<file path="config.mk">
export PLATFORM = sky130hd
export DESIGN_NAME = utf8_to_utf16_stream_decoder
export DESIGN_NICKNAME = d
export VERILOG_FILES = /design/src/sv/u8u16_pkg.sv /design/src/sv/u8u16_front.sv /design/src/sv/u8u16_cmd_queue.sv /design/src/sv/u8u16_back.sv /design/src/sv/utf8_to_utf16_stream_decoder.sv
export VERILOG_INCLUDE_DIRS = /design/src /design/src/sv
export SDC_FILE = /design/constraint.sdc
export NUM_CORES = 1
export LEC_CHECK = 0
export BUFFER_PORTS_ARGS = -buffer_cell sky130_fd_sc_hd__buf_2
export CORE_ASPECT_RATIO = 1.75
export CORE_MARGIN = 2
export CORE_UTILIZATION = 30
export DETAILED_ROUTE_END_ITERATION = 10
export PLACE_DENSITY = 0.51
export SETUP_SLACK_MARGIN = 0.05
export SYNTH_ARGS = -nofsm -noshare
export SYNTH_HDL_FRONTEND = slang
export SYNTH_SLANG_ARGS = --single-unit
</file>
<file path="constraint.sdc">
create_clock -name clk -period 9.65 [get_ports clk]
set_input_delay 1.93 -clock clk [delete_from_list [all_inputs] [get_ports clk]]
set_output_delay 1.93 -clock clk [all_outputs]
set_load 0.02 [all_outputs]
</file>
<file path="src/sv/utf8_to_utf16_stream_decoder_defines.svh">
// Assertion macros shared by the UTF-8 to UTF-16 decoder modules.
// Depends on nothing; users must have clk and rst in scope.
`ifndef UTF8_TO_UTF16_STREAM_DECODER_DEFINES_SVH
`define UTF8_TO_UTF16_STREAM_DECODER_DEFINES_SVH
`ifndef SYNTHESIS
`define U8U16_ASSERT(lbl, prop) \
  lbl: assert property (@(posedge clk) disable iff (rst) prop) else $error("check failed");
`define U8U16_NEVER(lbl, cond) \
  lbl: assert property (@(posedge clk) disable iff (rst) !(cond)) else $error("bad condition");
`else
`define U8U16_ASSERT(lbl, prop)
`define U8U16_NEVER(lbl, cond)
`endif
`endif

</file>
<file path="src/sv/u8u16_pkg.sv">
// Shared types and constants of the UTF-8 to UTF-16 stream decoder.
// Used by the front, queue, back and top-level modules; depends on nothing.
package u8u16_pkg;

  localparam int COUNT_W     = 16;
  localparam int UNIT_W      = 16;
  localparam int QUEUE_DEPTH = 4;
  localparam int QPTR_W      = $clog2(QUEUE_DEPTH);

  // Configuration register indexes.
  localparam logic CFG_REPLACE_INVALID = 1'b0;
  localparam logic CFG_DEST_CAPACITY   = 1'b1;

  // Byte classification constants.
  localparam logic [7:0] ASCII_LIMIT = 8'h80;
  localparam logic [7:0] LEAD2_MASK  = 8'hE0;
  localparam logic [7:0] LEAD2_TAG   = 8'hC0;
  localparam logic [7:0] LEAD3_MASK  = 8'hF0;
  localparam logic [7:0] LEAD3_TAG   = 8'hE0;
  localparam logic [UNIT_W-1:0] REPLACEMENT_UNIT = 16'h003F;

  // One decoded item as it travels from the front to the back: up to two
  // code units, optionally followed by the terminator with the counts.
  typedef struct packed {
    logic [1:0]         n_units;
    logic [UNIT_W-1:0]  unit0;
    logic [UNIT_W-1:0]  unit1;
    logic               term;
    logic               status;
    logic               saw_invalid;
    logic [COUNT_W-1:0] bytes_used;
    logic [COUNT_W-1:0] units_written;
  } cmd_t;

endpackage

</file>
<file path="src/sv/u8u16_front.sv">
// Front end: configuration registers, per-string decode state and byte classification.
// Depends on u8u16_pkg and the shared assertion macros.
`include "utf8_to_utf16_stream_decoder_defines.svh"
module u8u16_front (
  input  logic                 clk,
  input  logic                 rst,
  input  logic                 cfg_wr_en,
  input  logic                 cfg_addr,
  input  logic [15:0]          cfg_wdata,
  input  logic                 in_acc,
  input  logic [7:0]           src_byte,
  input  logic                 end_of_source,
  output logic                 cmd_valid,
  output u8u16_pkg::cmd_t      cmd
);
  import u8u16_pkg::*;

  typedef struct packed {
    logic       emit;
    logic       stop;
    logic       err;
    logic       inv;
    logic [1:0] need;
  } lead_res_t;

  // Classify a byte taken as a lead byte.
  function automatic lead_res_t eval_lead(input logic [7:0] b, input logic no_more,
                                          input logic [COUNT_W-1:0] ucnt,
                                          input logic [15:0] cap, input logic allow);
    lead_res_t r;
    logic      cap_hit;
    r = '0;
    cap_hit = ({1'b0, ucnt} + 17'd1) >= {1'b0, cap};
    priority if (cap_hit || b == 8'h00) begin
      r.stop = 1'b1;
    end else if (b < ASCII_LIMIT) begin
      r.emit = 1'b1;
    end else if ((b & LEAD2_MASK) == LEAD2_TAG && !no_more) begin
      r.need = 2'd1;
    end else if ((b & LEAD3_MASK) == LEAD3_TAG && !no_more) begin
      r.need = 2'd2;
    end else begin
      r.inv = 1'b1;
      if (allow) begin
        r.emit = 1'b1;
      end else begin
        r.stop = 1'b1;
        r.err  = 1'b1;
      end
    end
    return r;
  endfunction

  logic               replace_invalid;
  logic [15:0]        dest_capacity;
  logic [7:0]         lead_byte, lead_byte_next;
  logic [7:0]         held0, held0_next;
  logic [1:0]         bytes_needed, bytes_needed_next;
  logic               bytes_held, bytes_held_next;
  logic [COUNT_W-1:0] unit_count, unit_count_next;
  logic [COUNT_W-1:0] byte_count, byte_count_next;
  logic               finished, finished_next;
  logic               invalid_seen, invalid_seen_next;
  logic               stop_error, stop_error_next;
  logic [1:0]         n_units;
  logic [1:0]         add_bytes;
  logic [UNIT_W-1:0]  unit0, unit1;
  logic [COUNT_W:0]   byte_sum;
  lead_res_t          lr, lr_held;

  // Decode one byte against the current string state.
  always_comb begin
    lr      = eval_lead(src_byte, end_of_source, unit_count, dest_capacity, replace_invalid);
    lr_held = eval_lead(src_byte, 1'b1, unit_count + {{(COUNT_W-1){1'b0}}, 1'b1},
                        dest_capacity, replace_invalid);
    lead_byte_next    = lead_byte;
    held0_next        = held0;
    bytes_needed_next = bytes_needed;
    bytes_held_next   = bytes_held;
    finished_next     = finished;
    invalid_seen_next = invalid_seen;
    stop_error_next   = stop_error;
    n_units           = 2'd0;
    add_bytes         = 2'd0;
    unit0             = '0;
    unit1             = '0;
    if (!finished) begin
      if (bytes_needed == 2'd0) begin
        if (lr.emit) begin
          n_units   = 2'd1;
          add_bytes = 2'd1;
          unit0     = lr.inv ? REPLACEMENT_UNIT : {8'h00, src_byte};
        end
        finished_next     = lr.stop;
        stop_error_next   = lr.err;
        invalid_seen_next = invalid_seen | lr.inv;
        if (lr.need != 2'd0) begin
          lead_byte_next    = src_byte;
          bytes_needed_next = lr.need;
          bytes_held_next   = 1'b0;
        end
      end else if (bytes_needed == 2'd2 && !bytes_held && !end_of_source) begin
        held0_next      = src_byte;
        bytes_held_next = 1'b1;
      end else if (bytes_needed == 2'd2 && !bytes_held) begin
        // Incomplete sequence at the end: the lead is invalid; with replacement on,
        // the byte after it is then handled as a lead.
        invalid_seen_next = 1'b1;
        bytes_needed_next = 2'd0;
        bytes_held_next   = 1'b0;
        if (replace_invalid) begin
          n_units   = 2'd1;
          add_bytes = 2'd1;
          unit0     = REPLACEMENT_UNIT;
          if (lr_held.emit) begin
            n_units   = 2'd2;
            add_bytes = 2'd2;
            unit1     = lr_held.inv ? REPLACEMENT_UNIT : {8'h00, src_byte};
          end
          finished_next   = lr_held.stop;
          stop_error_next = lr_held.err;
        end else begin
          finished_next   = 1'b1;
          stop_error_next = 1'b1;
        end
      end else begin
        // Sequence complete.
        n_units           = 2'd1;
        add_bytes         = bytes_needed + 2'd1;
        unit0             = (bytes_needed == 2'd1) ?
                            {5'b0, lead_byte[4:0], src_byte[5:0]} :
                            {lead_byte[3:0], held0[5:0], src_byte[5:0]};
        bytes_needed_next = 2'd0;
        bytes_held_next   = 1'b0;
      end
    end
    unit_count_next = unit_count + {{(COUNT_W-2){1'b0}}, n_units};
    byte_sum        = {1'b0, byte_count} + {{(COUNT_W-1){1'b0}}, add_bytes};
    byte_count_next = byte_sum[COUNT_W] ? {COUNT_W{1'b1}} : byte_sum[COUNT_W-1:0];
  end

  // Command toward the back end.
  always_comb begin
    cmd               = '0;
    cmd.n_units       = n_units;
    cmd.unit0         = unit0;
    cmd.unit1         = unit1;
    cmd.term          = end_of_source;
    if (end_of_source) begin
      cmd.status        = stop_error_next;
      cmd.saw_invalid   = invalid_seen_next;
      cmd.bytes_used    = byte_count_next;
      cmd.units_written = unit_count_next;
    end
    cmd_valid = in_acc && (n_units != 2'd0 || end_of_source);
  end

  // Configuration and string state.
  always_ff @(posedge clk) begin
    if (rst) begin
      replace_invalid <= 1'b0;
      dest_capacity   <= 16'hFFFF;
      lead_byte       <= '0;
      held0           <= '0;
      bytes_needed    <= '0;
      bytes_held      <= 1'b0;
      unit_count      <= '0;
      byte_count      <= '0;
      finished        <= 1'b0;
      invalid_seen    <= 1'b0;
      stop_error      <= 1'b0;
    end else begin
      if (cfg_wr_en) begin
        unique case (cfg_addr)
          CFG_REPLACE_INVALID: replace_invalid <= cfg_wdata[0];
          CFG_DEST_CAPACITY:   dest_capacity   <= cfg_wdata;
          default: ;
        endcase
      end
      if (in_acc) begin
        if (end_of_source) begin
          lead_byte    <= '0;
          held0        <= '0;
          bytes_needed <= '0;
          bytes_held   <= 1'b0;
          unit_count   <= '0;
          byte_count   <= '0;
          finished     <= 1'b0;
          invalid_seen <= 1'b0;
          stop_error   <= 1'b0;
        end else begin
          lead_byte    <= lead_byte_next;
          held0        <= held0_next;
          bytes_needed <= bytes_needed_next;
          bytes_held   <= bytes_held_next;
          unit_count   <= unit_count_next;
          byte_count   <= byte_count_next;
          finished     <= finished_next;
          invalid_seen <= invalid_seen_next;
          stop_error   <= stop_error_next;
        end
      end
    end
  end

  // A stopped string never waits on continuation bytes, and a held byte
  // only exists inside a three-byte sequence.
  `U8U16_ASSERT(a_fin_no_pending, finished |-> bytes_needed == 2'd0)
  `U8U16_ASSERT(a_held_in_seq3, bytes_held |-> bytes_needed == 2'd2)

endmodule

</file>
<file path="src/sv/u8u16_cmd_queue.sv">
// Short command queue between the decoder front and the result back end.
// Depends on u8u16_pkg.
module u8u16_cmd_queue (
  input  logic             clk,
  input  logic             rst,
  input  logic             push,
  input  u8u16_pkg::cmd_t  push_data,
  output logic             full,
  input  logic             pop,
  output logic             valid,
  output u8u16_pkg::cmd_t  head
);
  import u8u16_pkg::*;

  cmd_t              mem [QUEUE_DEPTH];
  logic [QPTR_W-1:0] wr_ptr, rd_ptr;
  logic [QPTR_W:0]   count;
  logic              do_push, do_pop;

  // Status and handshake qualification.
  assign full    = (count == QUEUE_DEPTH[QPTR_W:0]);
  assign valid   = (count != '0);
  assign do_push = push && !full;
  assign do_pop  = pop && valid;
  assign head    = mem[rd_ptr];

  // Storage.
  always_ff @(posedge clk) begin
    if (do_push) begin
      mem[wr_ptr] <= push_data;
    end
  end

  // Pointers and fill level.
  always_ff @(posedge clk) begin
    if (rst) begin
      wr_ptr <= '0;
      rd_ptr <= '0;
      count  <= '0;
    end else begin
      if (do_push) begin
        wr_ptr <= wr_ptr + 1'b1;
      end
      if (do_pop) begin
        rd_ptr <= rd_ptr + 1'b1;
      end
      unique case ({do_push, do_pop})
        2'b10:   count <= count + 1'b1;
        2'b01:   count <= count - 1'b1;
        default: count <= count;
      endcase
    end
  end

endmodule

</file>
<file path="src/sv/u8u16_back.sv">
// Back end: expands queued commands into result items in an output register, one per cycle unless the receiver stalls.
// Depends on u8u16_pkg and the shared assertion macros.
`include "utf8_to_utf16_stream_decoder_defines.svh"
module u8u16_back (
  input  logic             clk,
  input  logic             rst,
  input  logic             q_valid,
  input  u8u16_pkg::cmd_t  q_head,
  output logic             q_pop,
  output logic             empty,
  input  logic             pop,
  output logic [15:0]      code_unit,
  output logic             is_terminator,
  output logic             status,
  output logic             saw_invalid,
  output logic [15:0]      bytes_used,
  output logic [15:0]      units_written
);
  import u8u16_pkg::*;

  cmd_t              cur;
  logic              cur_valid;
  logic [1:0]        step;
  logic [1:0]        total;
  logic              out_valid;
  logic              out_free, emit_now, last_res, cur_done;
  logic [UNIT_W-1:0] res_unit;
  logic              res_term;

  // Pick the result at the current step of the current command.
  always_comb begin
    total    = cur.n_units + {1'b0, cur.term};
    out_free = !out_valid || pop;
    emit_now = cur_valid && out_free;
    last_res = (step == total - 2'd1);
    cur_done = emit_now && last_res;
    q_pop    = q_valid && (!cur_valid || cur_done);
    res_term = (step >= cur.n_units);
    res_unit = res_term ? '0 : ((step == 2'd0) ? cur.unit0 : cur.unit1);
  end

  // Current command, step counter and output register.
  always_ff @(posedge clk) begin
    if (rst) begin
      cur_valid <= 1'b0;
      step      <= '0;
      out_valid <= 1'b0;
    end else begin
      if (emit_now) begin
        out_valid     <= 1'b1;
        code_unit     <= res_unit;
        is_terminator <= res_term;
        status        <= res_term & cur.status;
        saw_invalid   <= res_term & cur.saw_invalid;
        bytes_used    <= res_term ? cur.bytes_used : '0;
        units_written <= res_term ? cur.units_written : '0;
      end else if (pop) begin
        out_valid <= 1'b0;
      end
      if (q_pop) begin
        cur       <= q_head;
        cur_valid <= 1'b1;
        step      <= '0;
      end else if (cur_done) begin
        cur_valid <= 1'b0;
        step      <= '0;
      end else if (emit_now) begin
        step <= step + 2'd1;
      end
    end
  end

  assign empty = !out_valid;

  // Every command carries at least one result, and the step stays inside it.
  `U8U16_NEVER(a_cmd_nonempty, cur_valid && cur.n_units == 2'd0 && !cur.term)
  `U8U16_ASSERT(a_step_in_range, cur_valid |-> step < total)

endmodule

</file>
<file path="src/sv/utf8_to_utf16_stream_decoder.sv">
// Top level of the streaming UTF-8 to UTF-16 (BMP) decoder.
// Depends on u8u16_pkg, u8u16_front, u8u16_cmd_queue and u8u16_back.
//
// Usage: source bytes enter through a queue-style port: a byte is taken at a
// clock edge with push high and full low; end_of_source marks the last byte
// of a string. Results leave through a queue-style port: while empty is low
// the oldest result is on the result ports, and it is taken with pop high.
// Each string closes with a terminator result (is_terminator high, zero code
// unit) that carries status, saw_invalid, bytes_used and units_written.
// Configuration (replace_invalid at index 0, dest_capacity at index 1) is
// written through cfg_wr_en/cfg_addr/cfg_wdata while the block is idle.
// A result passes through the command queue, the current-command register and the
// output register. Input throughput is one byte per cycle while full is low; output
// is one result per cycle while pop is high, so a byte that yields two or three
// results holds the result side longer; a four-entry command queue absorbs the difference.
// When the receiver stalls, the queue fills and full rises; no result is lost.
// Reset (synchronous, active high) clears the string state, empties the queue,
// and sets replace_invalid to 0 and dest_capacity to 65535.
module utf8_to_utf16_stream_decoder (
  input  logic        clk,
  input  logic        rst,
  input  logic        cfg_wr_en,
  input  logic        cfg_addr,
  input  logic [15:0] cfg_wdata,
  input  logic        push,
  output logic        full,
  input  logic [7:0]  src_byte,
  input  logic        end_of_source,
  output logic        empty,
  input  logic        pop,
  output logic [15:0] code_unit,
  output logic        is_terminator,
  output logic        status,
  output logic        saw_invalid,
  output logic [15:0] bytes_used,
  output logic [15:0] units_written
);
  import u8u16_pkg::*;

  logic in_acc;
  logic cmd_valid;
  cmd_t cmd;
  logic q_valid;
  cmd_t q_head;
  logic q_pop;

  assign in_acc = push && !full;

  // Byte classification and string state.
  u8u16_front u_front (
    .clk           (clk),
    .rst           (rst),
    .cfg_wr_en     (cfg_wr_en),
    .cfg_addr      (cfg_addr),
    .cfg_wdata     (cfg_wdata),
    .in_acc        (in_acc),
    .src_byte      (src_byte),
    .end_of_source (end_of_source),
    .cmd_valid     (cmd_valid),
    .cmd           (cmd)
  );

  // Decoupling queue.
  u8u16_cmd_queue u_queue (
    .clk       (clk),
    .rst       (rst),
    .push      (cmd_valid),
    .push_data (cmd),
    .full      (full),
    .pop       (q_pop),
    .valid     (q_valid),
    .head      (q_head)
  );

  // Result expansion and output register.
  u8u16_back u_back (
    .clk           (clk),
    .rst           (rst),
    .q_valid       (q_valid),
    .q_head        (q_head),
    .q_pop         (q_pop),
    .empty         (empty),
    .pop           (pop),
    .code_unit     (code_unit),
    .is_terminator (is_terminator),
    .status        (status),
    .saw_invalid   (saw_invalid),
    .bytes_used    (bytes_used),
    .units_written (units_written)
  );

endmodule
</file>
== Yosys cells after proc, flatten, opt, wreduce, memory -nomap -nowiden ==
Memories as Yosys holds them, arrays and structs flattened. A register that Yosys moved wholly into a read port is not among the register bits.
Index checks and enable logic that the tools add are counted.
W data, S select, Z words.
Cells by class
  multiplexer cells: 89
  shift-type cells: 0
  add/sub/neg operators: 13
  div/mod/pow operators: 0
  $mul: 0
  order comparisons: 4
  eq/ne operators: 12
  bitwise logic cells: 5
  reduce and logical (&&, ||, !) cells: 42
Operators with widths (count)
  $mux W16: 16
  $mux W2: 19
  $mux W1: 36
  $add A16 B1 Y17 const B: 2
  $ge A17 B16 Y1: 2
  $mux W34: 1
  $mux W6: 5
  $mux W5: 5
  $add A16 B2 Y17: 1
  $add A16 B1 Y16 const B: 1
  $add A16 B2 Y16: 1
  $mux W8: 2
  $reduce_bool A2 Y1: 8
  $mux W4: 3
  $reduce_and A4 Y1: 3
  $logic_and A1 B1 Y1: 11
  $add A2 B1 Y2 const B: 4
  $logic_not A8 Y1: 1
  $lt A8 B8 Y1 const B: 1
  $reduce_and A2 Y1: 4
  $eq A3 B3 Y1 const B: 2
  $pmux W3 S2: 1
  $logic_not A1 Y1: 5
  $logic_or A1 B1 Y1: 5
  20 further kinds: 26
Word-level totals
  word-level logic and storage cells: 189
  latch bits: 0
  memories: 1
  flip-flop bits (word level): 128
  input port bits: 31
  RAM bits: 276
  memory bits (read-only): 0
  output and inout port bits: 53
Memories
  u_queue.mem: words 4, width 69, read ports 1, clocked after Yosys merged registers in 1, write ports 1, line u8u16_cmd_queue.sv:15  | cmd_t mem [QUEUE_DEPTH];

== Logic depth before layout (Yosys ltp) ==
Gate-level depths: netlist (run 1).
  depth in word-level cells: 17
  mapped depth: 27
  mapped depth without buffers: 25

== Modules after synthesis ==
From an unflattened synthesis (run 1), not the netlist that was laid out.
Unflattened totals
  cell total of the unflattened synthesis: 1382
  area total of the unflattened synthesis: 20447.1 µm²
Modules (own cells, without submodules)
  u8u16_cmd_queue: cells each 413, sequential area each 8468.1 µm², instances 1, area an instance 10435.0 µm²
  u8u16_front: cells each 738, sequential area each 1321.3 µm², instances 1, area an instance 5599.1 µm²
  u8u16_back: cells each 230, sequential area each 3683.5 µm², instances 1, area an instance 4399.2 µm²
  utf8_to_utf16_stream_decoder: cells each 1, sequential area each 0.0 µm², instances 1, area an instance 13.8 µm²

== Worst setup path before layout (run 1) ==
OpenSTA, ideal clock, no wires.
  path kind: register -> register
  start: register u_front.unit_count[0]
  end: register u_front.byte_count[10]
  buffers on the path: 3
  data required time: 9572 ps
  setup slack: 3655 ps
  setup time: 78 ps
  period minus slack after synthesis: 5995 ps
  cell stages (with the launch flop): 27
  arrival time: 5917 ps
  cell sequence: dfxtp_1 > ha_1 > nand3_1 > nor4_4 > nand2_1 > xnor2_1 > ha_1 > nand4_1 > nor2_1 > o31a_1 > nor4_1 > and3_1 > clkbuf_1 > nor2_1 > a211oi_1 > ha_1 > inv_1 > fa_1 > nand3b_1 > nor4_2 > and3_1 > buf_4 > nand4_4 > and2_1 > clkbuf_1 > and3_1 > nor3_1
Between the ends
  word-level cells in the longest chain between the ends: 14
  elaborated cells between the ends (all ways): 19
  classes of those cells: add/sub: 4; order compare: 2; mux: 11; reduce/logical: 2
Ends and longest elaborated chain
  start, declared: line u8u16_front.sv:60  | logic [COUNT_W-1:0] unit_count, unit_count_next;
  start signal, assigned: line u8u16_front.sv:196  | unit_count <= unit_count_next;
  $add A16 B1 Y16: line u8u16_front.sv:74  | lr_held = eval_lead(src_byte, 1'b1, unit_count + {{(COUNT_W-1){1'b0}}, 1'b1},
  $add A16 B1 Y17: line u8u16_front.sv:33  | cap_hit = ({1'b0, ucnt} + 17'd1) >= {1'b0, cap};
  $ge A17 B16 Y1: line u8u16_front.sv:33
  $logic_or A1 B1 Y1: line u8u16_front.sv:34  | priority if (cap_hit || b == 8'h00) begin
  $mux W1: line u8u16_front.sv:34
  $mux W2: line u8u16_front.sv:115  | if (lr_held.emit) begin
  $mux W2: line u8u16_front.sv:111  | if (replace_invalid) begin
  $mux W2: line u8u16_front.sv:105  | end else if (bytes_needed == 2'd2 && !bytes_held) begin
  $mux W2: line u8u16_front.sv:102  | end else if (bytes_needed == 2'd2 && !bytes_held && !end_of_source) begin
  $mux W2 *: line u8u16_front.sv:88  | if (bytes_needed == 2'd0) begin
  $mux W2 *: line u8u16_front.sv:87  | if (!finished) begin
  $add A16 B2 Y17 *: line u8u16_front.sv:138  | byte_sum = {1'b0, byte_count} + {{(COUNT_W-1){1'b0}}, add_bytes};
  $mux W16 *: line u8u16_front.sv:139  | byte_count_next = byte_sum[COUNT_W] ? {COUNT_W{1'b1}} : byte_sum[COUNT_W-1:0];
  $mux W16 *: line u8u16_front.sv:181  | if (end_of_source) begin
  end signal, assigned: line u8u16_front.sv:197  | byte_count <= byte_count_next;
  end, declared: line u8u16_front.sv:61  | logic [COUNT_W-1:0] byte_count, byte_count_next;
Every way passes the cells marked *; elsewhere a longest branch is shown, timed or not.
A chain may end at the register's enable or synchronous reset.

== Worst setup path in the final report (run 1) ==
  start: register u_front.unit_count[0]
  end: register u_front.byte_count[4]
The elaborated chain is that of the path after synthesis.

==> impl_results.rst, run 1 <==
.. list-table::
   :header-rows: 1

   * - Metric
     - Value
   * - Outcome
     - finished, final reports clean
   * - Final hold viol count
     - 0
   * - CTS tree
     - done
   * - Clock transition at the register clock pins on the worst setup and hold paths after CTS
     - 0.07 ns
   * - Post-route standard cell area excluding fillers
     - 21300 um^2
   * - Number of sinks handled by clock tree synthesis
     - 433
   * - Slew headroom
     - 28.5%
   * - Synth area leaders
     - edfxtp_1 (57%), dfxtp_1 (8.2%), mux4_2 (7.4%), ha_1 (3.3%), nor2_1 (1.9%)
   * - Buffers & Inverters on Critical Path
     - 0
   * - Clock power share
     - 34.3%
   * - Total design power
     - 5.01 mW
   * - Async set-or-reset flop fraction in the synthesized netlist
     - 0%
   * - Core Region
     - 61900 um^2
   * - Critical Path Source
     - u_front.unit_count[0]$_SDFFE_PP0P_
   * - Number of buffers inserted by hold repair at cts
     - 0
   * - Deepest clock path buffer count
     - 3
   * - Layout Area Growth over Synthesis
     - 13.9%
   * - Setup TNS
     - 0 ns
   * - Number of different library cells in the post-synthesis netlist
     - 64
   * - Worst hold-check slack
     - 0.467 ns
   * - Hold Path Origin
     - u_front.dest_capacity[4]$_SDFFE_PP1P_
   * - Worst-skew pair later-pin latency
     - 0.56 ns
   * - Row Count
     - 121
   * - Number of routed nets with antenna violations
     - 0
   * - Proportion of netlist area held by the largest area contributor
     - 57.2%
   * - CP Max Fanout
     - 17
   * - DR WL/cell
     - 19.4 um
   * - Power density over the cells
     - 235 nW/um^2
   * - Least setup slack across all paths after layout
     - 2.37 ns
   * - Data arrival time at the worst-slack endpoint
     - 7.76 ns
   * - Fmax
     - 137 MHz
   * - Number of register bits inferred by synthesis
     - 433
   * - Cell family contributing the most delay on the critical path
     - simple AND/OR/NAND/NOR gates
   * - Violation count after the first detailed-routing iteration
     - 746
   * - Total global-route track usage
     - 13.5%
   * - Length of the first detailed-routing pass in iterations
     - 5
   * - DIE WIDTH
     - 193 um
   * - CTS H-Tree Depth
     - 2
   * - Largest net degree at the start of global routing
     - 62
   * - Via count of the first global-routing pass
     - 11024
   * - Post-DP Area
     - 19900 um^2
   * - Post-cts sizing count
     - 0
   * - Sequential Power Share
     - 48.9%
   * - Setup Slack @ Placement
     - 2.44 ns
   * - Placer congestion estimate
     - 0.851
   * - Most frequent cells after synthesis
     - edfxtp_1 (356), nor2_1 (97), dfxtp_1 (77)
   * - Period Utilization, post-route
     - 75.4%
   * - Critical path, cell by cell
     - ha_1 -> nand3_1 -> xnor2_1 -> nand2_1 -> nor3b_1 -> and2_1 -> nand3_1 -> xnor2_1 -> ha_1 -> and4_1 -> a221oi_1 -> o211ai_1 -> a41oi_2 -> and3b_1 -> a21oi_1 -> fa_1 -> nand3b_1 -> nor4_2 -> and3_1 -> nand4_4 -> and2_1 -> and3_1 -> nor3_1
   * - Int Pwr
     - 3.68 mW
   * - Routed Wire Length
     - 42900 um
   * - Via Count
     - 10723
   * - Crit-path max cell delay
     - 0.61 ns
   * - Die Height
     - 334 um
   * - Initial antenna violation count
     - 2
   * - Initial core utilization
     - 30.2%
   * - Vias per Instance
     - 4.84
   * - Critical path class
     - reg2reg
   * - Num CTS Buffers
     - 41
   * - Switching power
     - 1.33 mW
   * - Area enclosed by the die boundary
     - 64400 um^2
   * - Main synth FF type
     - edfxtp_1
   * - Wire length of the first global-routing pass
     - 66300 um
   * - Detailed Place HPWL
     - 28500 um
   * - Reg-to-reg critical path startpoint
     - u_front.unit_count[0]$_SDFFE_PP0P_
   * - Final nets
     - 1467
   * - Mean instance size in the synthesized netlist
     - 14.2 um^2
   * - Post-Syn Area
     - 18700 um^2
   * - Maximum capacitance violations
     - 0
   * - Residual DRC count
     - 0
   * - Final setup viols
     - 0
   * - Pin slew with the least headroom to its limit
     - 1.07 ns
   * - Setup crit start kind
     - register
   * - Cells after synthesis
     - 1315
   * - Count of flip-flops with a built-in enable after synthesis
     - 356
   * - Overflow left after global routing
     - 0
   * - Top-Level Pins
     - 84
   * - Type of the worst min-delay path
     - reg2reg
   * - Cell at the root of the clock tree
     - clkbuf_16
   * - Register-to-register path setup slack
     - 2.37 ns
   * - Final non-filler cell total
     - 2216
   * - Slew Limit Fails
     - 0
   * - Critical path endpoint category
     - register
   * - Placed Cells incl. Taps
     - 2139
   * - Switching Share
     - 26.5%
   * - Register area share after synthesis
     - 65.5%
   * - Layout cell share with drive strength beyond 1
     - 17.4%
   * - Leakage dissipation
     - 7.63 nW
   * - Maximum VDD drop
     - 0.108 mV
   * - Library cell with the highest instance count after synthesis
     - edfxtp_1
   * - Synth area leader
     - edfxtp_1
   * - CP max stage cell
     - and3b_1
   * - Worst Clk Skew
     - 0.0291 ns
   * - Count of synthesis-stage warnings from yosys
     - 0
   * - Utilization after layout
     - 34.4%
   * - Required time at the worst-slack endpoint
     - 10.13 ns
   * - Buffer count from post-CTS setup fixing
     - 0
   * - Port buffer count
     - 83
   * - Min Clock Period, post-route
     - 7.28 ns
   * - Relative contribution of combinational cells to total power
     - 16.8%
   * - Setup repair after global routing missed its margin
     - false
## path summary, 6_finish.rpt
kind,end,cells after the start
setup / recovery,u_front.byte_count[4]$_SDFFE_PP0P_,23
hold / removal,u_front.dest_capacity[4]$_SDFFE_PP1P_,2
setup reg to reg,u_front.byte_count[4]$_SDFFE_PP0P_,23
hold reg to reg,u_front.dest_capacity[4]$_SDFFE_PP1P_,2
## area by class of cell
type,count,area (um^2)
inverter,51,191
multi-input combinational,760,5920
sequential,433,12200
clock inverter,26,335
clock buffer,49,1090
fill,5968,40600
tap,799,1000
antenna,2,5.00
timing repair buffer,96,513
## sequential cells by signal (all words and copies together), names as in the netlist, 2 cells and up
register / count
u_back.units_written: 16
u_queue.count: 3
u_back.cur: 61
u_back.bytes_used: 16
u_front.unit_count: 16
u_queue.wr_ptr: 2
u_queue.rd_ptr: 2
u_front.held0: 6
u_back.code_unit: 16
u_back.step: 2
u_front.lead_byte: 5
u_front.dest_capacity: 16
u_front.byte_count: 16
u_queue.mem: 244
u_front.bytes_needed: 2
## power groups by stage
stage                     Combinational (mW)  Sequential (mW)  Clock, mW
final                                  0.843             2.45       1.72
after global routing                   0.936             2.48       1.84
after CTS                              0.876             2.46       1.77
after detailed placement               0.873             2.50          0
after global placement                 0.865             2.49          0
after floorplan                        0.577             2.49          0
## logic make-up after synthesis
family	share of synthesized area (%)
AOI/OAI and AO/OA	5.27
xor gates and xnor gates	2.95
adders and majority gates	3.67
buffers and inverters	3.05
DFF	65.5
muxes	8.37
other	0.0201
and+or+nand+nor	11.2
## worst reg2reg max path, delay by kind of cell, from the launching register on
family,cells,cell delay [ns]
flops,1,0.55
xor+xnor,2,0.56
simple gates,14,4.25
fa+ha+maj,3,1.09
compound gates,4,0.76
## cell usage in the layout (no fill, tap or decap), drive strengths merged, types with 4 or more instances in the layout
master,count
a21o,9
a21oi,70
a22oi,9
a311oi,4
a31oi,13
and2,55
and3,24
and4,4
buf,96
bufinv,7
clkbuf,49
clkinv,12
clkinvlp,4
conb,4
dfxtp,77
edfxtp,356
ha,50
inv,54
mux2i,19
mux4,61
nand2,64
nand2b,5
nand3,63
nand4,18
nor2,97
nor2b,8
nor3,27
nor4,15
o21a,8
o21ai,28
or3,8
xnor2,40
xor2,22
## metal layers
layer	up-vias	share of wire [%]	global-route usage, %
met4	0	4.1	6.09
met1	5355	38	15.3
met2	233	54	24.8
met5	-	0	0
li1	5049	-	-
met3	86	3.9	2.00
Note: power is estimated with default switching activity, not from simulation.
==> run 2: changes to the inputs <==
ABC_AREA = 1   (was not set)
clock period = 7.1 ns   (was 9.65 ns; I/O delays follow)
==> impl_results.rst, run 2 <==
.. list-table::
   :header-rows: 1

   * - Metric
     - Value
   * - Outcome
     - finished, final reports clean
   * - Row Count
     - 121
   * - Register-to-register path setup slack
     - 1.06 ns
   * - Num CTS Buffers
     - 43
   * - Stages on the worst setup path
     - 32
   * - CP max stage cell
     - dfxtp_1
   * - Worst-skew pair later-pin latency
     - 0.56 ns
   * - Cell family contributing the most delay on the critical path
     - simple AND/OR/NAND/NOR gates
   * - Synth area leader
     - edfxtp_1
   * - Count of flip-flops with a built-in enable after synthesis
     - 356
   * - Post-Syn Area
     - 18800 um^2
   * - Depth of the worst hold-timing path
     - 2
   * - Via count of the first global-routing pass
     - 12852
   * - Area enclosed by the die boundary
     - 64600 um^2
   * - Slew Limit Fails
     - 0
   * - Buffers & Inverters on Critical Path
     - 4
   * - Relative contribution of combinational cells to total power
     - 22.1%
   * - Vias per Instance
     - 4.74
   * - Maximum capacitance violations
     - 0
   * - Critical path endpoint category
     - register
   * - Port buffer count
     - 83
   * - Type of the worst min-delay path
     - reg2reg
   * - Maximum VDD drop
     - 0.214 mV
   * - Most frequent CP cell
     - nand2_1
   * - Top-Level Pins
     - 84
   * - Register area share after synthesis
     - 65.2%
   * - Period Utilization, post-route
     - 85.1%
   * - Placer congestion estimate
     - 0.798
   * - Pin slew with the least headroom to its limit
     - 1.05 ns
   * - Wire length of the first global-routing pass
     - 73000 um
   * - Layout cell share with drive strength beyond 1
     - 11.2%
   * - Number of different library cells in the post-synthesis netlist
     - 49
   * - Detailed Place HPWL
     - 29600 um
   * - Library cell with the highest instance count after synthesis
     - edfxtp_1
   * - CTS tree
     - done
   * - Post-cts sizing count
     - 0
   * - Layout Area Growth over Synthesis
     - 14.5%
   * - Largest register by flop count
     - u_queue.mem
   * - Commonest non-fill, non-tap cells in the layout
     - edfxtp_1 (356), nand2_1 (255), nor2_1 (240)
   * - CP Max Fanout
     - 8
   * - Count of synthesis-stage warnings from yosys
     - 0
   * - Mean instance size in the synthesized netlist
     - 10.8 um^2
   * - Endpoint of the worst-slack reg-to-reg timing path
     - u_queue.mem[0][30]$_DFFE_PP_
   * - Initial antenna violation count
     - 1
   * - Final setup viols
     - 0
   * - Routed Wire Length
     - 46700 um
   * - Cell at the root of the clock tree
     - clkbuf_16
   * - Registers with the most flip-flops
     - u_queue.mem: 244 flops, u_back.cur: 61 flops
   * - Final hold viol count
     - 0
   * - Antenna diodes
     - 0
   * - Setup crit start kind
     - register
   * - Min Clock Period, post-route
     - 6.04 ns
   * - Crit-path max cell delay
     - 0.51 ns
   * - Int Pwr
     - 4.94 mW
   * - Least setup slack across all paths after layout
     - 1.06 ns
   * - Switching Share
     - 32.0%
   * - Residual DRC count
     - 0
   * - Number of sinks handled by clock tree synthesis
     - 433
   * - Data arrival time at the worst-slack endpoint
     - 6.35 ns
   * - Initial core utilization
     - 30.2%
   * - Main synth FF type
     - edfxtp_1
   * - Critical path class
     - reg2reg
   * - Synth area leaders
     - edfxtp_1 (57%), dfxtp_1 (8.2%), nand2_1 (5.1%), nor2_1 (4.9%), o21ai_0 (3.9%)
   * - Register-to-Register Path Depth
     - 32
   * - DIE WIDTH
     - 193 um
   * - Buffer count from post-CTS setup fixing
     - 0
   * - DR WL/cell
     - 17.6 um
   * - Clock transition at the register clock pins on the worst setup and hold paths after CTS
     - 0.07 ns
   * - Required time at the worst-slack endpoint
     - 7.41 ns
   * - Total global-route track usage
     - 14.7%
   * - Setup TNS
     - 0 ns
   * - End of the critical path
     - u_queue.mem[0][30]$_DFFE_PP_
   * - Critical Path Source
     - u_front.unit_count[0]$_SDFFE_PP0P_
   * - Length of the first detailed-routing pass in iterations
     - 5
   * - Largest net degree at the start of global routing
     - 78
   * - Number of routed nets with antenna violations
     - 0
   * - Violation count after the first detailed-routing iteration
     - 748
   * - Core Region
     - 62100 um^2
   * - Setup repair after global routing missed its margin
     - false
   * - Setup Slack @ Placement
     - 1.08 ns
   * - Worst Clk Skew
     - 0.0142 ns
   * - Overflow left after global routing
     - 0
   * - Most frequent cells after synthesis
     - edfxtp_1 (356), nand2_1 (255), nor2_1 (246)
   * - Cells after synthesis
     - 1743
   * - CTS H-Tree Depth
     - 2
   * - Flip-flop count of the largest register, all copies and words added
     - 244
   * - Die Height
     - 335 um
   * - Proportion of netlist area held by the largest area contributor
     - 57.0%
   * - Final nets
     - 1905
   * - Leakage dissipation
     - 8.17 nW
   * - Number of register bits inferred by synthesis
     - 433
   * - Reg-to-reg critical path startpoint
     - u_front.unit_count[0]$_SDFFE_PP0P_
   * - Slew headroom
     - 30.0%
   * - Clock power share
     - 31.0%
   * - Fmax
     - 166 MHz
   * - Async set-or-reset flop fraction in the synthesized netlist
     - 0%
   * - Switching power
     - 2.32 mW
   * - Most common cell after layout, fill and taps aside
     - edfxtp_1
   * - Via Count
     - 12563
   * - Sequential Power Share
     - 46.9%
   * - Number of buffers inserted by hold repair at cts
     - 0
   * - Power density over the cells
     - 338 nW/um^2
   * - Deepest clock path buffer count
     - 3
==> run 2: cell count changes after synthesis, moves of 24 or more <==
cell,previous run,this run
and2_1,53,1
inv_1,51,186
mux4_2,61,0
nand2_1,63,255
nand3_1,62,38
nor2_1,97,246
o21ai_0,27,147
o22ai_1,0,67
xnor2_1,40,6
==> run 2: layer usage <==
layer	vias to the layer above	share of wire, %	track usage (%)
met5	-	0.024	0
met4	2	3.1	5.83
met3	84	3.7	1.82
met2	247	53	27.1
met1	6095	40	17.0
li1	6135	-	-
==> run 2: cells by family (layout without fill, tap and decap cells) <==
kind of cell    count (synthesis)  in the layout  synth area share [%]
simple gates                  614            614                  13.7
flops                         433            433                  65.2
compound gates                337            337                  9.92
buf+inv                       259            367                  5.21
fa+ha+maj                      53             53                  3.65
xor+xnor                       45             45                  2.22
other cells                     1              4                0.0200
mux                             1              1                0.0534
==> run 2: worst min-delay path by stage <==
| stage | startpoint | to | slack [ns] |
|---|---|---|---|
| 2_1_floorplan | u_front.lead_byte[2]$_SDFFE_PP0P_ | u_front.lead_byte[2]$_SDFFE_PP0P_ | 0.44 |
| 3_3_place_gp | u_front.held0[3]$_SDFFE_PP0P_ | u_front.held0[3]$_SDFFE_PP0P_ | 0.45 |
| 3_5_place_dp | u_front.held0[2]$_SDFFE_PP0P_ | u_front.held0[2]$_SDFFE_PP0P_ | 0.46 |
| 4_1_cts | u_front.held0[2]$_SDFFE_PP0P_ | u_front.held0[2]$_SDFFE_PP0P_ | 0.47 |
| 5_1_grt | u_front.held0[4]$_SDFFE_PP0P_ | u_front.held0[4]$_SDFFE_PP0P_ | 0.49 |
| 6_report | u_front.held0[2]$_SDFFE_PP0P_ | u_front.held0[2]$_SDFFE_PP0P_ | 0.46 |
==> run 2: layout make-up <==
class	count	area (um^2)
tap	799	1000
clock inverter	23	206
inverter	188	706
sequential	433	12200
timing repair buffer	101	563
fill	6181	40600
clock buffer	55	1160
multi-input combinational	1054	5610
==> run 2: worst min-delay path, stage by stage, from the launching register on <==
cell     delay [ns]
dfxtp_1        0.31
nand2_1        0.06
a21oi_1        0.05
==> run 2: through the flow <==
stage	instances	util [%]	hold WS (ns)	instance area, um^2	power [mW]
after floorplan	1746	-	0.440	18800	4.51
after global placement	2575	32.4	0.452	20100	5.08
after detailed placement	2575	32.4	0.456	20100	5.12
after CTS	2653	34.6	0.465	21500	7.39
after global routing	2653	34.6	0.491	21500	7.67
final	2653	34.6	0.463	21500	7.26
==> run 2: power groups by stage <==
| stage | combinational (mW) | clock (mW) | sequential (mW) |
|---|---|---|---|
| 2_1_floorplan | 1.01 | 0 | 3.50 |
| 3_3_place_gp | 1.63 | 0 | 3.46 |
| 3_5_place_dp | 1.66 | 0 | 3.46 |
| 4_1_cts | 1.66 | 2.32 | 3.41 |
| 5_1_grt | 1.83 | 2.40 | 3.44 |
| 6_report | 1.61 | 2.25 | 3.40 |
==> run 3: changes to the inputs <==
CELL_PAD_IN_SITES_DETAIL_PLACEMENT = 0   (was not set)
CELL_PAD_IN_SITES_GLOBAL_PLACEMENT = 1   (was not set)
GPL_TIMING_DRIVEN = 0   (was not set)
PLACE_DENSITY = 0.59   (was 0.51)
==> impl_results.rst, run 3 (synthesis gave the netlist of run 2 again) <==
.. list-table::
   :header-rows: 1

   * - Metric
     - Value
   * - Maximum capacitance violations
     - 0
   * - Least setup slack across all paths after layout
     - 0.604 ns
   * - Deepest clock path buffer count
     - 3
   * - Leakage dissipation
     - 8.26 nW
   * - Die Height
     - 335 um
   * - CP Max Fanout
     - 10
   * - Worst-skew pair later-pin latency
     - 0.58 ns
   * - Number of routed nets with antenna violations
     - 0
   * - Violation count after the first detailed-routing iteration
     - 682
   * - Required time at the worst-slack endpoint
     - 7.45 ns
   * - Register cell area after layout
     - 12200 um^2
   * - Met2 Routed Length
     - 26700 um
   * - CTS H-Tree Depth
     - 2
   * - Met1 routed wirelength after detailed routing
     - 18900 um
   * - Pin slew with the least headroom to its limit
     - 0.876 ns
   * - Outcome
     - finished, final reports clean
   * - Total global-route track usage
     - 15.3%
   * - DIE WIDTH
     - 193 um
   * - Crit-path max cell delay
     - 0.48 ns
   * - Register-to-Register Path Depth
     - 33
   * - Total area of multi-input combinational cells
     - 5620 um^2
   * - CTS tree
     - done
   * - Initial antenna violation count
     - 0
   * - Most common cell after layout, fill and taps aside
     - edfxtp_1
   * - Initial core utilization
     - 30.2%
   * - Setup repair after global routing missed its margin
     - false
   * - Largest net degree at the start of global routing
     - 34
   * - Post-route standard cell area excluding fillers
     - 21800 um^2
   * - Setup crit start kind
     - register
   * - Worst hold path endpoint
     - u_front.held0[1]$_SDFFE_PP0P_
   * - Number of sinks handled by clock tree synthesis
     - 433
   * - Buffer count from post-CTS setup fixing
     - 0
   * - CP max stage cell
     - dfxtp_1
   * - Critical path endpoint category
     - register
   * - Type of the worst min-delay path
     - reg2reg
   * - Power density over the cells
     - 339 nW/um^2
   * - Post-DP Area
     - 20500 um^2
   * - Hold Path Origin
     - u_front.held0[1]$_SDFFE_PP0P_
   * - Length of the first detailed-routing pass in iterations
     - 5
   * - Final hold viol count
     - 0
   * - Clock transition at the register clock pins on the worst setup and hold paths after CTS
     - 0.07 ns
   * - Fmax
     - 154 MHz
   * - Top-Level Pins
     - 84
   * - Via Count
     - 12623
   * - Top sig layer
     - met4
   * - Maximum VDD drop
     - 0.182 mV
   * - Endpoint of the worst-slack reg-to-reg timing path
     - u_queue.mem[1][23]$_DFFE_PP_
   * - Overflow left after global routing
     - 0
   * - Via count of the first global-routing pass
     - 12773
   * - Min Clock Period, post-route
     - 6.50 ns
   * - Setup Slack @ Placement
     - 0.203 ns
   * - Layout Area Growth over Synthesis
     - 16.4%
   * - Register-to-register path setup slack
     - 0.60 ns
   * - Layout cell share with drive strength beyond 1
     - 10.5%
   * - Antenna diodes
     - 0
   * - Flip-flop count of the largest register, all copies and words added
     - 244
   * - Commonest non-fill, non-tap cells in the layout
     - edfxtp_1 (356), nand2_1 (255), nor2_1 (239)
   * - Depth of the worst hold-timing path
     - 2
   * - Port buffer count
     - 82
   * - Total design power
     - 7.40 mW
   * - Period Utilization, post-route
     - 91.5%
   * - Area enclosed by the die boundary
     - 64600 um^2
   * - Worst Clk Skew
     - 0.0171 ns
   * - Placer congestion estimate
     - 0.871
   * - Critical path class
     - reg2reg
   * - Amount of wire on met3 after detailed routing
     - 1760 um
   * - Largest register by flop count
     - u_queue.mem
   * - Vias per Instance
     - 4.65
   * - Number of buffers inserted by hold repair at cts
     - 0
   * - Num CTS Buffers
     - 42
   * - Registers with the most flip-flops
     - u_queue.mem: 244 flops, u_back.cur: 61 flops
   * - Final nets
     - 1967
   * - Detailed Place HPWL
     - 35600 um
   * - Final setup viols
     - 0
   * - Residual DRC count
     - 0
   * - Reg-to-reg critical path startpoint
     - u_front.unit_count[1]$_SDFFE_PP0P_
   * - DR WL/cell
     - 18.0 um
   * - Cell at the root of the clock tree
     - clkbuf_16
   * - Core Region
     - 62100 um^2
   * - Wire length of the first global-routing pass
     - 74500 um
   * - Fillers
     - 6263
   * - Slew headroom
     - 41.4%
   * - Post-cts sizing count
     - 0
   * - Routed Wire Length
     - 48800 um
   * - Slew Limit Fails
     - 0
   * - Data arrival time at the worst-slack endpoint
     - 6.84 ns
   * - Row Count
     - 121
==> run 3: cell count changes in the layout (fill, tap and decap cells not counted), moves of 2 or more <==
cell | before | now
clkbuf_1 | 9 | 71
buf_4 | 17 | 0
buf_12 | 1 | 10
clkinv_1 | 4 | 9
inv_6 | 5 | 0
buf_1 | 0 | 4
buf_2 | 83 | 86
clkbuf_8 | 2 | 0
clkinv_2 | 5 | 7
==> run 3: final cells by class <==
cell class | count | area share (%)
Buffer | 71 | 1.24
Clock buffer | 53 | 5.29
Clock inverter | 25 | 0.963
Inverter | 188 | 3.23
Multi-Input combinational cell | 1054 | 25.8
Sequential cell | 433 | 56.0
Tap cell | 799 | 4.58
Timing Repair Buffer | 93 | 2.92
==> run 3: metal layers <==
metal | vias to the layer above | global-route usage, %
met1 | 6042 | 16.8
met5 | - | 0
li1 | 6258 | -
met4 | 0 | 5.54
met2 | 249 | 29.3
met3 | 74 | 2.03
==> run 3: worst max path at each step <==
stage                                             startpoint  slack (ns)  cells after the start                            to
after floorplan           u_front.unit_count[0]$_SDFFE_PP0P_        1.38                     22   u_queue.mem[0][0]$_DFFE_PP_
after global placement    u_front.unit_count[0]$_SDFFE_PP0P_       -2.09                     22   u_queue.mem[3][7]$_DFFE_PP_
after detailed placement  u_front.unit_count[0]$_SDFFE_PP0P_        0.20                     33  u_queue.mem[3][24]$_DFFE_PP_
after CTS                 u_front.unit_count[0]$_SDFFE_PP0P_        0.16                     33  u_queue.mem[3][24]$_DFFE_PP_
after global routing      u_front.unit_count[1]$_SDFFE_PP0P_        0.08                     33  u_queue.mem[1][23]$_DFFE_PP_
final                     u_front.unit_count[1]$_SDFFE_PP0P_        0.60                     33  u_queue.mem[1][23]$_DFFE_PP_
==> run 3: per-stage QoR <==
step	setup TNS [ns]	cells	utilization, %	hold slack, ns
after floorplan	0	1746	-	0.440
after global placement	-492.42	2627	32.5	0.452
after detailed placement	0	2638	33.0	0.454
after CTS	0	2716	35.2	0.462
after global routing	0	2716	35.2	0.485
final	0	2716	35.2	0.463
==> run 3: critical path: cells and delay by family, from the launching register on <==
family / cells / cell delay [ns]
XOR/XNOR: 2 / 0.32
adder cells (fa/ha/maj): 4 / 1.13
buffers and inverters: 6 / 0.86
flip-flops: 1 / 0.48
AND/OR/NAND/NOR: 21 / 3.47
==> run 3: where the power goes <==
group | internal [mW] | switching (mW)
registers | 3.26 | 0.107
logic | 0.483 | 1.31
clock network | 1.27 | 0.979
